## src/skc_pkg.sv

```systemverilog
// Shared types, constants and the control program of the soft-knee gain computer.
package skc_pkg;

  localparam int unsigned FRAC_BITS_DEF = 8;
  localparam int unsigned COEF_FRAC     = 16;
  localparam int unsigned SLOPE_FRAC    = 14;

  // shared multiplier: 28-bit by 17-bit unsigned
  localparam int unsigned MUL_A_W = 28;
  localparam int unsigned MUL_B_W = 17;
  localparam int unsigned PROD_W  = MUL_A_W + MUL_B_W;

  localparam logic [14:0] RED_MAX    = 15'h7fff;
  localparam logic [16:0] COEF_ONE   = 17'h10000;
  localparam logic [32:0] ROUND_HALF = 33'h0_0000_8000;

  // register indexes
  localparam logic [2:0] REG_THRESHOLD = 3'd0;
  localparam logic [2:0] REG_HALF_KNEE = 3'd1;
  localparam logic [2:0] REG_KNEE_COEF = 3'd2;
  localparam logic [2:0] REG_SLOPE     = 3'd3;
  localparam logic [2:0] REG_ATTACK    = 3'd4;
  localparam logic [2:0] REG_RELEASE   = 3'd5;
  localparam logic [2:0] REG_MAKEUP    = 3'd6;

  // register reset values
  localparam logic [15:0] THRESHOLD_RST = 16'hec00;  // -20 dB
  localparam logic [12:0] HALF_KNEE_RST = 13'd1280;
  localparam logic [15:0] KNEE_COEF_RST = 16'd3277;
  localparam logic [14:0] SLOPE_RST     = 15'h6000;  // -0.5
  localparam logic [15:0] ATTACK_RST    = 16'd60000;
  localparam logic [15:0] RELEASE_RST   = 16'd64000;
  localparam logic [15:0] MAKEUP_RST    = 16'd1280;

  typedef enum logic [2:0] {
    ST_DD,
    ST_KNEE,
    ST_SLOPE,
    ST_TGT,
    ST_ALPHA,
    ST_BETA,
    ST_SMOOTH,
    ST_EMIT
  } step_e;

  typedef enum logic [2:0] {
    MUL_NONE,
    MUL_DD,
    MUL_KNEE,
    MUL_SLOPE,
    MUL_ALPHA,
    MUL_BETA
  } mul_e;

  typedef enum logic [1:0] {
    JMP_NONE,
    JMP_HARD,
    JMP_REL
  } jmp_e;

  typedef struct packed {
    mul_e  mul;
    logic  ld_tgt;
    logic  ld_acc;
    logic  ld_st;
    logic  emit;
    jmp_e  jmp;
    step_e dest;
  } cw_t;

  typedef struct packed {
    logic signed [15:0] threshold;
    logic        [12:0] half_knee;
    logic        [15:0] knee_coef;
    logic signed [14:0] slope;
    logic        [15:0] atk_coef;
    logic        [15:0] rel_coef;
    logic signed [15:0] makeup;
  } cfg_t;

  typedef struct packed {
    logic hard;
    logic rel;
  } flags_t;

  localparam cw_t CW_NOP = '{
    mul:    MUL_NONE,
    ld_tgt: 1'b0,
    ld_acc: 1'b0,
    ld_st:  1'b0,
    emit:   1'b0,
    jmp:    JMP_NONE,
    dest:   ST_DD
  };

  // control store, one word per step
  function automatic cw_t ucode(step_e s);
    cw_t c;
    c = CW_NOP;
    case (s)
      ST_DD: begin
        c.mul  = MUL_DD;
        c.jmp  = JMP_HARD;
        c.dest = ST_SLOPE;
      end
      ST_KNEE:   c.mul = MUL_KNEE;
      ST_SLOPE:  c.mul = MUL_SLOPE;
      ST_TGT:    c.ld_tgt = 1'b1;
      ST_ALPHA: begin
        c.mul  = MUL_ALPHA;
        c.jmp  = JMP_REL;
        c.dest = ST_SMOOTH;
      end
      ST_BETA: begin
        c.mul    = MUL_BETA;
        c.ld_acc = 1'b1;
      end
      ST_SMOOTH: c.ld_st = 1'b1;
      ST_EMIT:   c.emit = 1'b1;
      default:   c = CW_NOP;
    endcase
    return c;
  endfunction

endpackage

```

## src/skc_datapath.sv

```systemverilog
// Datapath of the gain computer: overshoot, shared multiplier, knee, smoother, gain.
module skc_datapath import skc_pkg::*; #(
  parameter int unsigned FRAC_BITS = FRAC_BITS_DEF
) (
  input  logic               clk_i,
  input  logic               rst_ni,
  input  logic               load_i,
  input  logic signed [15:0] level_db_i,
  input  logic               frame_start_i,
  input  cfg_t               cfg_i,
  input  cw_t                cw_i,
  output flags_t             flags_o,
  output logic        [14:0] red_o,
  output logic signed [15:0] gain_o
);

  localparam int unsigned KNEE_SH = FRAC_BITS + COEF_FRAC;

  logic signed [16:0] over;
  logic signed [16:0] wext;
  logic signed [16:0] dsum;
  logic               knee_hit;

  logic               hard_q;
  logic        [13:0] d_q;
  logic        [15:0] hrect_q;
  logic [PROD_W-1:0]  prod_q;
  logic        [30:0] acc_q;
  logic        [14:0] tgt_q;
  logic               atk_q;
  logic        [14:0] st_q;

  logic [MUL_A_W-1:0] mul_a;
  logic [MUL_B_W-1:0] mul_b;
  logic [PROD_W-1:0]  mul_p;

  logic        [43:0] knee_sh;
  logic [MUL_A_W-1:0] rect;
  logic        [14:0] slope_u;
  logic        [14:0] neg_slope;
  logic        [16:0] beta;
  logic        [14:0] tgt_next;
  logic        [32:0] sum;
  logic        [14:0] st_att;
  logic        [14:0] st_new;
  logic signed [16:0] diff;

  // overshoot and knee region, evaluated on the accepted word
  always_comb begin
    over     = {level_db_i[15], level_db_i} - {cfg_i.threshold[15], cfg_i.threshold};
    wext     = signed'({4'b0000, cfg_i.half_knee});
    dsum     = over + wext;
    knee_hit = (cfg_i.half_knee != '0) && (over > -wext) && (over < wext);
  end

  always_comb begin
    knee_sh   = prod_q[43:0] >> KNEE_SH;
    rect      = hard_q ? {12'b0, hrect_q} : knee_sh[MUL_A_W-1:0];
    slope_u   = cfg_i.slope;
    // positive slope counts as zero slope
    neg_slope = slope_u[14] ? (~slope_u + 15'd1) : '0;
    beta      = COEF_ONE - {1'b0, cfg_i.atk_coef};
  end

  always_comb begin
    case (cw_i.mul)
      MUL_DD: begin
        mul_a = {14'b0, d_q};
        mul_b = {3'b0, d_q};
      end
      MUL_KNEE: begin
        mul_a = prod_q[MUL_A_W-1:0];
        mul_b = {1'b0, cfg_i.knee_coef};
      end
      MUL_SLOPE: begin
        mul_a = rect;
        mul_b = {2'b0, neg_slope};
      end
      MUL_ALPHA: begin
        mul_a = {13'b0, st_q};
        mul_b = {1'b0, atk_q ? cfg_i.atk_coef : cfg_i.rel_coef};
      end
      MUL_BETA: begin
        mul_a = {13'b0, tgt_q};
        mul_b = beta;
      end
      default: begin
        mul_a = '0;
        mul_b = '0;
      end
    endcase
  end

  assign mul_p = mul_a * mul_b;

  always_comb begin
    tgt_next = (|prod_q[PROD_W-1:29]) ? RED_MAX : prod_q[28:14];
    sum      = {2'b00, acc_q} + prod_q[32:0] + ROUND_HALF;
    st_att   = (|sum[32:31]) ? RED_MAX : sum[30:16];
    st_new   = atk_q ? st_att : prod_q[30:16];
    diff     = {cfg_i.makeup[15], cfg_i.makeup} - {2'b00, st_q};
    gain_o   = (diff[16] && !diff[15]) ? 16'sh8000 : diff[15:0];
  end

  always_ff @(posedge clk_i) begin
    if (load_i) begin
      hard_q  <= !knee_hit;
      d_q     <= dsum[13:0];
      hrect_q <= over[16] ? 16'h0000 : over[15:0];
    end
    if (cw_i.mul != MUL_NONE) begin
      prod_q <= mul_p;
    end
    if (cw_i.ld_acc) begin
      acc_q <= prod_q[30:0];
    end
    if (cw_i.ld_tgt) begin
      tgt_q <= tgt_next;
      atk_q <= tgt_next > st_q;
    end
  end

  always_ff @(posedge clk_i or negedge rst_ni) begin
    if (!rst_ni) begin
      st_q <= '0;
    end else if (load_i && frame_start_i) begin
      st_q <= '0;
    end else if (cw_i.ld_st) begin
      st_q <= st_new;
    end
  end

  assign flags_o.hard = hard_q;
  assign flags_o.rel  = !atk_q;
  assign red_o        = st_q;

endmodule

```

## src/soft_knee_compressor_gain.sv

```systemverilog
// Soft-knee compressor gain computer: sequencer, configuration and output register.
//
// One input word per spectral bin: level_db_i (Q8.8 dB) and frame_start_i, which
// clears the smoother before that bin. One output word per input: gain_db_o, the
// makeup gain minus the smoothed reduction (saturated), and reduction_db_o.
// Both channels use valid/stall; a word moves when valid is high and stall low.
// A short microprogram steps one shared 28x17 multiplier through the knee square,
// the knee scale, the slope and the attack/release blend. An accepted word takes
// 6 steps (hard knee or outside the knee, release) up to 8 steps (inside the
// knee, attack); in_stall_o is high for those steps, so no new word is taken
// meanwhile. The result lands in the output register on the last step and
// is valid from the next cycle. While the receiver stalls, the finished word
// holds and the next input is still taken; its last step waits until the output
// register is free. Reset clears the smoother, empties the output register and
// loads the register defaults. Configuration writes (cfg_we_i, cfg_idx_i,
// cfg_data_i) take effect at once; indexes outside the map are ignored.
module soft_knee_compressor_gain import skc_pkg::*; #(
  parameter int unsigned FRAC_BITS = FRAC_BITS_DEF
) (
  input  logic               clk_i,
  input  logic               rst_ni,
  input  logic               in_valid_i,
  output logic               in_stall_o,
  input  logic signed [15:0] level_db_i,
  input  logic               frame_start_i,
  output logic               out_valid_o,
  input  logic               out_stall_i,
  output logic signed [15:0] gain_db_o,
  output logic        [14:0] reduction_db_o,
  input  logic               cfg_we_i,
  input  logic        [2:0]  cfg_idx_i,
  input  logic        [15:0] cfg_data_i
);

  cfg_t   cfg_q;
  logic   busy_q, busy_d;
  step_e  pc_q, pc_d;
  cw_t    cw;
  flags_t flags;
  logic   in_accept;
  logic   out_free;
  logic   emit_fire;
  logic   take_jump;

  logic               out_valid_q, out_valid_d;
  logic signed [15:0] gain_q;
  logic        [14:0] red_q;
  logic signed [15:0] dp_gain;
  logic        [14:0] dp_red;

  assign in_accept = in_valid_i && !busy_q;
  assign out_free  = !out_valid_q || !out_stall_i;

  always_ff @(posedge clk_i or negedge rst_ni) begin
    if (!rst_ni) begin
      cfg_q.threshold <= THRESHOLD_RST;
      cfg_q.half_knee <= HALF_KNEE_RST;
      cfg_q.knee_coef <= KNEE_COEF_RST;
      cfg_q.slope     <= SLOPE_RST;
      cfg_q.atk_coef  <= ATTACK_RST;
      cfg_q.rel_coef  <= RELEASE_RST;
      cfg_q.makeup    <= MAKEUP_RST;
    end else if (cfg_we_i) begin
      case (cfg_idx_i)
        REG_THRESHOLD: cfg_q.threshold <= cfg_data_i;
        REG_HALF_KNEE: cfg_q.half_knee <= cfg_data_i[12:0];
        REG_KNEE_COEF: cfg_q.knee_coef <= cfg_data_i;
        REG_SLOPE:     cfg_q.slope     <= cfg_data_i[14:0];
        REG_ATTACK:    cfg_q.atk_coef  <= cfg_data_i;
        REG_RELEASE:   cfg_q.rel_coef  <= cfg_data_i;
        REG_MAKEUP:    cfg_q.makeup    <= cfg_data_i;
        default: ;
      endcase
    end
  end

  // control outputs of the current step
  always_comb begin
    cw        = busy_q ? ucode(pc_q) : CW_NOP;
    emit_fire = cw.emit && out_free;
    case (cw.jmp)
      JMP_HARD: take_jump = flags.hard;
      JMP_REL:  take_jump = flags.rel;
      default:  take_jump = 1'b0;
    endcase
  end

  // sequencer next state
  always_comb begin
    busy_d = busy_q;
    pc_d   = pc_q;
    if (!busy_q) begin
      if (in_accept) begin
        busy_d = 1'b1;
        pc_d   = ST_DD;
      end
    end else if (cw.emit) begin
      if (out_free) begin
        busy_d = 1'b0;
      end
    end else if (take_jump) begin
      pc_d = cw.dest;
    end else begin
      pc_d = step_e'(pc_q + 3'd1);
    end
  end

  always_comb begin
    out_valid_d = out_valid_q;
    if (emit_fire) begin
      out_valid_d = 1'b1;
    end else if (!out_stall_i) begin
      out_valid_d = 1'b0;
    end
  end

  always_ff @(posedge clk_i or negedge rst_ni) begin
    if (!rst_ni) begin
      busy_q      <= 1'b0;
      pc_q        <= ST_DD;
      out_valid_q <= 1'b0;
    end else begin
      busy_q      <= busy_d;
      pc_q        <= pc_d;
      out_valid_q <= out_valid_d;
    end
  end

  always_ff @(posedge clk_i) begin
    if (emit_fire) begin
      gain_q <= dp_gain;
      red_q  <= dp_red;
    end
  end

  skc_datapath #(
    .FRAC_BITS(FRAC_BITS)
  ) u_datapath (
    .clk_i        (clk_i),
    .rst_ni       (rst_ni),
    .load_i       (in_accept),
    .level_db_i   (level_db_i),
    .frame_start_i(frame_start_i),
    .cfg_i        (cfg_q),
    .cw_i         (cw),
    .flags_o      (flags),
    .red_o        (dp_red),
    .gain_o       (dp_gain)
  );

  assign in_stall_o     = busy_q;
  assign out_valid_o    = out_valid_q;
  assign gain_db_o      = gain_q;
  assign reduction_db_o = red_q;

endmodule

```

## config.mk

```make
export PLATFORM = sky130hd
export DESIGN_NAME = soft_knee_compressor_gain
export DESIGN_NICKNAME = d
export VERILOG_FILES = /design/src/skc_pkg.sv /design/src/skc_datapath.sv /design/src/soft_knee_compressor_gain.sv
export SDC_FILE = /design/constraint.sdc
export NUM_CORES = 2
export LEC_CHECK = 0
export BUFFER_PORTS_ARGS = -buffer_cell sky130_fd_sc_hd__buf_2
export CORE_ASPECT_RATIO = 0.6
export CORE_MARGIN = 4
export CORE_UTILIZATION = 29
export CTS_CLUSTER_SIZE = 10
export DETAILED_ROUTE_END_ITERATION = 10
export PLACE_DENSITY_LB_ADDON = 0.2
export SYNTH_ARGS = -nofsm -noshare
export SYNTH_HDL_FRONTEND = slang
export SYNTH_HIERARCHICAL = 1
export SYNTH_SLANG_ARGS = --single-unit
```

## constraint.sdc

```tcl
create_clock -name clk_i -period 8.73 [get_ports clk_i]
set_clock_uncertainty 0.1 [all_clocks]
set_input_delay 0.873 -clock clk_i [delete_from_list [all_inputs] [get_ports clk_i]]
set_output_delay 0.873 -clock clk_i [all_outputs]
set_load 0.01 [all_outputs]
```

# Word-level counts from Yosys, hierarchy flattened
# Index checks and enable logic that the tools add are counted.
dict set report word_totals {
  reg_bits 282
  out_inout_bits 33
  elab_cells 113
}
dict set report classes {
  addsub 9
  multipliers 1
  n_lt_le_gt_ge 3
  eq_ne 22
  muxes 28
  bitwise_logic 1
  reduce_logical 29
}
# operator count
set op_table {}
lappend op_table {{$pmux W28 S5} 1}
lappend op_table {{$mux W15} 6}
lappend op_table {{$pmux W17 S5} 1}
lappend op_table {{$mul A28 B17 Y45} 1}
lappend op_table {{$sub A16 B16 Y17} 2}
lappend op_table {{$add A31 B33 Y33} 1}
lappend op_table {{$add A33 B16 Y33 const B} 1}
lappend op_table {{$eq A3 B3 Y1 const B} 9}
lappend op_table {{$mux W20} 1}
lappend op_table {{$eq A3 B2 Y1 const B} 6}
lappend op_table {{$gt A17 B17 Y1} 1}
lappend op_table {{$lt A17 B14 Y1} 1}
lappend op_table {{$neg A13 Y17} 1}
lappend op_table {{$sub A17 B16 Y17 const A} 1}
lappend op_table {{$mux W16} 1}
lappend op_table {{$reduce_and A2 Y1} 8}
lappend op_table {{$reduce_or A16 Y1} 1}
lappend op_table {{$add A15 B1 Y15 const B} 1}
lappend op_table {{$gt A15 B15 Y1} 1}
lappend op_table {{$not A15 Y15} 1}
lappend op_table {{$pmux W3 S5} 1}
lappend op_table {{$add A14 B14 Y14} 1}
lappend op_table {{$reduce_bool A13 Y1} 1}
lappend op_table {{$mux W12} 1}
lappend op_table {{17 further kinds} 43}

# Longest topological paths before layout
dict set report logic_depth {
  word_depth 8
  depth_mapped 35
}

# Modules after synthesis
# The synthesis kept the hierarchy.
# module n_inst cells_per_inst area_each_um2
set by_module_without_submodules {}
lappend by_module_without_submodules {skc_datapath 1 2867 25901.1}
lappend by_module_without_submodules {soft_knee_compressor_gain 1 318 5514.0}

# Least setup slack after synthesis
# OpenSTA, ideal clock, no wires.
dict set report synth_timing {
  path_type {reg2reg}
  from {register pc_q[1]}
  to {register u_datapath.prod_q[41], data pin}
  setup_time_ns 0.265
  arrival_ns 8.166
  required_time_ns 8.365
  path_slack_ns 0.199
  path_stages_with_launch 32
  period_less_slack_ns 8.531
  path_cell_list {dfrtp_1 inv_1 ha_1 nor3_1 nor3b_1 clkbuf_1 clkbuf_1 o22ai_1 a221oi_1 clkbuf_1 nor2_1 fa_1 inv_1 fa_1 fa_1 fa_1 inv_1 fa_1 inv_1 fa_1 inv_1 ha_1 inv_1 nor3_1 a21oi_1 a21oi_1 o311ai_2 a31oi_1 a31oi_4 o31ai_2 a2111o_1 nand3_1}
}
# element line_no
set synth_rtl {}
lappend synth_rtl {{from (decl)} soft_knee_compressor_gain.sv:37} ;# step_e pc_q, pc_d;
lappend synth_rtl {{from (signal assigned)} soft_knee_compressor_gain.sv:124} ;# pc_q <= pc_d;
lappend synth_rtl {{to (signal assigned)} skc_datapath.sv:112} ;# prod_q <= mul_p;
lappend synth_rtl {{to (decl)} skc_datapath.sv:27} ;# logic [PROD_W-1:0] prod_q;

==> impl_metrics.py <==
metrics = {
    "critical_path": {
        "critPathSlowestCell": "fa_1",
        "slowest_delay_ns": 0.64,
        "path_depth": 34,
        "crit_family": "adder cells",
        "crit_path_max_fanout": 10,
        "r2r-start": "pc_q[0]",
        "end_kind": "flop",
        "required_ns": 9.04,
        "worstPathArrival_ns": 8.79,
        "critPathKind": "flop to flop",
        "cp-startpoint": "pc_q[0]",
        "startpoint_type": "flop",
        "reg2regPathDepth": 34,
        "cp_common_cell": "fa_1",
        "reg2reg_to": "u_datapath/prod_q[41]",
        "cp-endpoint": "u_datapath/prod_q[41]",
        "rrSetupSlack_ns": 0.25,
        "critPathBufInv": 11,
    },
    "synth": {
        "yosys_warnings": 6,
        "avgSynthCellArea_um2": 9.87,
        "syn-cell-area_mm2": 0.0314,
        "synth_cells": 3182,
    },
    "status": {
        "run_status": "finished clean",
    },
    "cells_and_area": {
        "multi_input_area_mm2": 0.0214,
        "final_nets": 4144,
        "fillers": 11100,
        "area_delta_synth_final_pct": 16.2,
        "instances_no_fill": 4882,
        "utilization_pct": 34.0,
        "drive_gt1_share_pct": 17.1,
        "register_area_mm2": 0.00787,
    },
    "placed_design": {
        "gp_congestion": 0.905,
        "dp_cells": 4812,
        "io_buffers": 73,
        "dp_hpwl_um": 89100,
    },
    "hold_path": {
        "hp-class": "primary input to asynchronous set/reset pin",
    },
    "clock_network": {
        "clock-root-buffer": "clkbuf_16",
        "cts_buffer_depth": 3,
        "clock_sinks": 282,
        "clk_latency_ns": 0.56,
        "cts_max_level": 2,
        "clk_pin_slew_ns": 0.07,
        "cts_made_buffers": 34,
        "cts_tree": "yes",
    },
    "sta": {
        "holdWs_ns": 0.177,
        "worstMarginPinSlew_ns": 1.16,
        "fmax_mhz": 118,
        "max_slew_margin_pct": 22.5,
        "period_share_pct": 97.1,
        "setup_viol": 0,
        "hold_violations": 0,
        "finalMaxSlewViolations": 0,
        "period_needed_ns": 8.48,
        "fin_setup_tns_ns": 0,
    },
    "route": {
        "drt.antenna.violating_nets": 0,
        "drt-vias-per-instance": 4.92,
        "drtIter0Drc": 2272,
        "via_count": 24000,
        "dr.pass1.iters": 5,
        "routed_wl_um": 107000,
        "wl_per_cell_um": 21.9,
        "drcViolationCount": 0,
    },
    "global_routing": {
        "grt_pass1_vias": 23900,
        "grt_overflow_total": 0,
        "grtUsageTotal_pct": 18.7,
        "grt_pass1_wl_um": 160000,
        "antenna_found_initial": 5,
        "grt_start_max_net_pins": 67,
    },
    "die": {
        "rows": 93,
        "dieArea_mm2": 0.114,
        "core_mm2": 0.107,
        "die_h_um": 263,
        "fp.dieW_um": 433,
        "num_io_pins": 74,
        "initial_core_util_pct": 29.2,
    },
    "job": {
        "max_cap_viol_count": 0,
    },
}
==> worst min-delay path by stage <==
| stage | startpoint | slack, ns | end |
|---|---|---|---|
| after CTS | rst_ni | 0.20 | cfg_q[98] |
| after global placement | cfg_q[24] | 0.39 | cfg_q[24] |
| after detailed placement | cfg_q[24] | 0.39 | cfg_q[24] |
| after floorplan | u_datapath/prod_q[15] | 0.34 | u_datapath/acc_q[15] |
| final | rst_ni | 0.18 | cfg_q[97] |
| after global routing | rst_ni | 0.23 | cfg_q[98] |
==> sequential cells by signal, indices dropped and copies added (netlist names), 15 cells and up <==
name,count
u_datapath/hrect_q,16
gain_db_o,16
cfg_q,108
u_datapath/red_o,15
u_datapath/tgt_q,15
reduction_db_o,15
u_datapath/acc_q,31
u_datapath/prod_q,45
==> final cells by class <==
| type | count | area share [%] |
|---|---|---|
| inverters | 524 | 5.39 |
| clock buffers | 55 | 2.57 |
| well taps | 1425 | 4.89 |
| clock inverters | 4 | 0.113 |
| flip-flops and latches | 282 | 21.6 |
| multi-input cells | 2279 | 58.7 |
| diodes | 1 | 0.00686 |
| repair buffers | 312 | 6.74 |
==> per-stage QoR <==
| stage | cell area, um^2 | setup slack (ns) |
|---|---|---|
| 5_1_grt | 36500 | -0.0101 |
| 3_5_place_dp | 35100 | -0.228 |
| 3_3_place_gp | 35100 | -0.243 |
| 6_report | 36500 | 0.253 |
| 2_1_floorplan | 31400 | 0.199 |
| 4_1_cts | 36100 | 0.00666 |
==> per-layer routing <==
layer,share of wire [%],vias up,wire length [um],track usage [%]
met5,0,-,0,0
met4,0.98,0,1050,1.90
met3,9.5,66,10200,5.53
met2,36,806,38700,23.5
met1,53,12200,56900,31.3
li1,-,10900,-,-
==> cells in the final DEF, fill, tap and decap left out, types with 31 or more instances in the layout <==
| cell type | count |
|---|---|
| nand2b_1 | 46 |
| clkbuf_16 | 36 |
| nor2b_1 | 31 |
| ha_1 | 276 |
| xnor2_1 | 85 |
| a21oi_1 | 93 |
| xor2_1 | 39 |
| mux2_2 | 109 |
| a21o_1 | 44 |
| o21ai_0 | 44 |
| edfxtp_1 | 154 |
| buf_4 | 211 |
| dfrtp_1 | 97 |
| fa_1 | 392 |
| nor2_1 | 272 |
| inv_1 | 522 |
| buf_2 | 72 |
| dfstp_2 | 31 |
| mux2i_1 | 42 |
| nand2_1 | 361 |
==> timing repair <==
action                     in CTS  in global routing
setup endpoints to repair       8                 14
hold buffers                    0                  0
gates cloned                    0                  2
pin swaps                       0                 13
resized for setup               3                 57
buffers inserted                0                  8
Power is not shown: default switching activity piles up to over one toggle a cycle in this logic, so the estimate is an artifact.
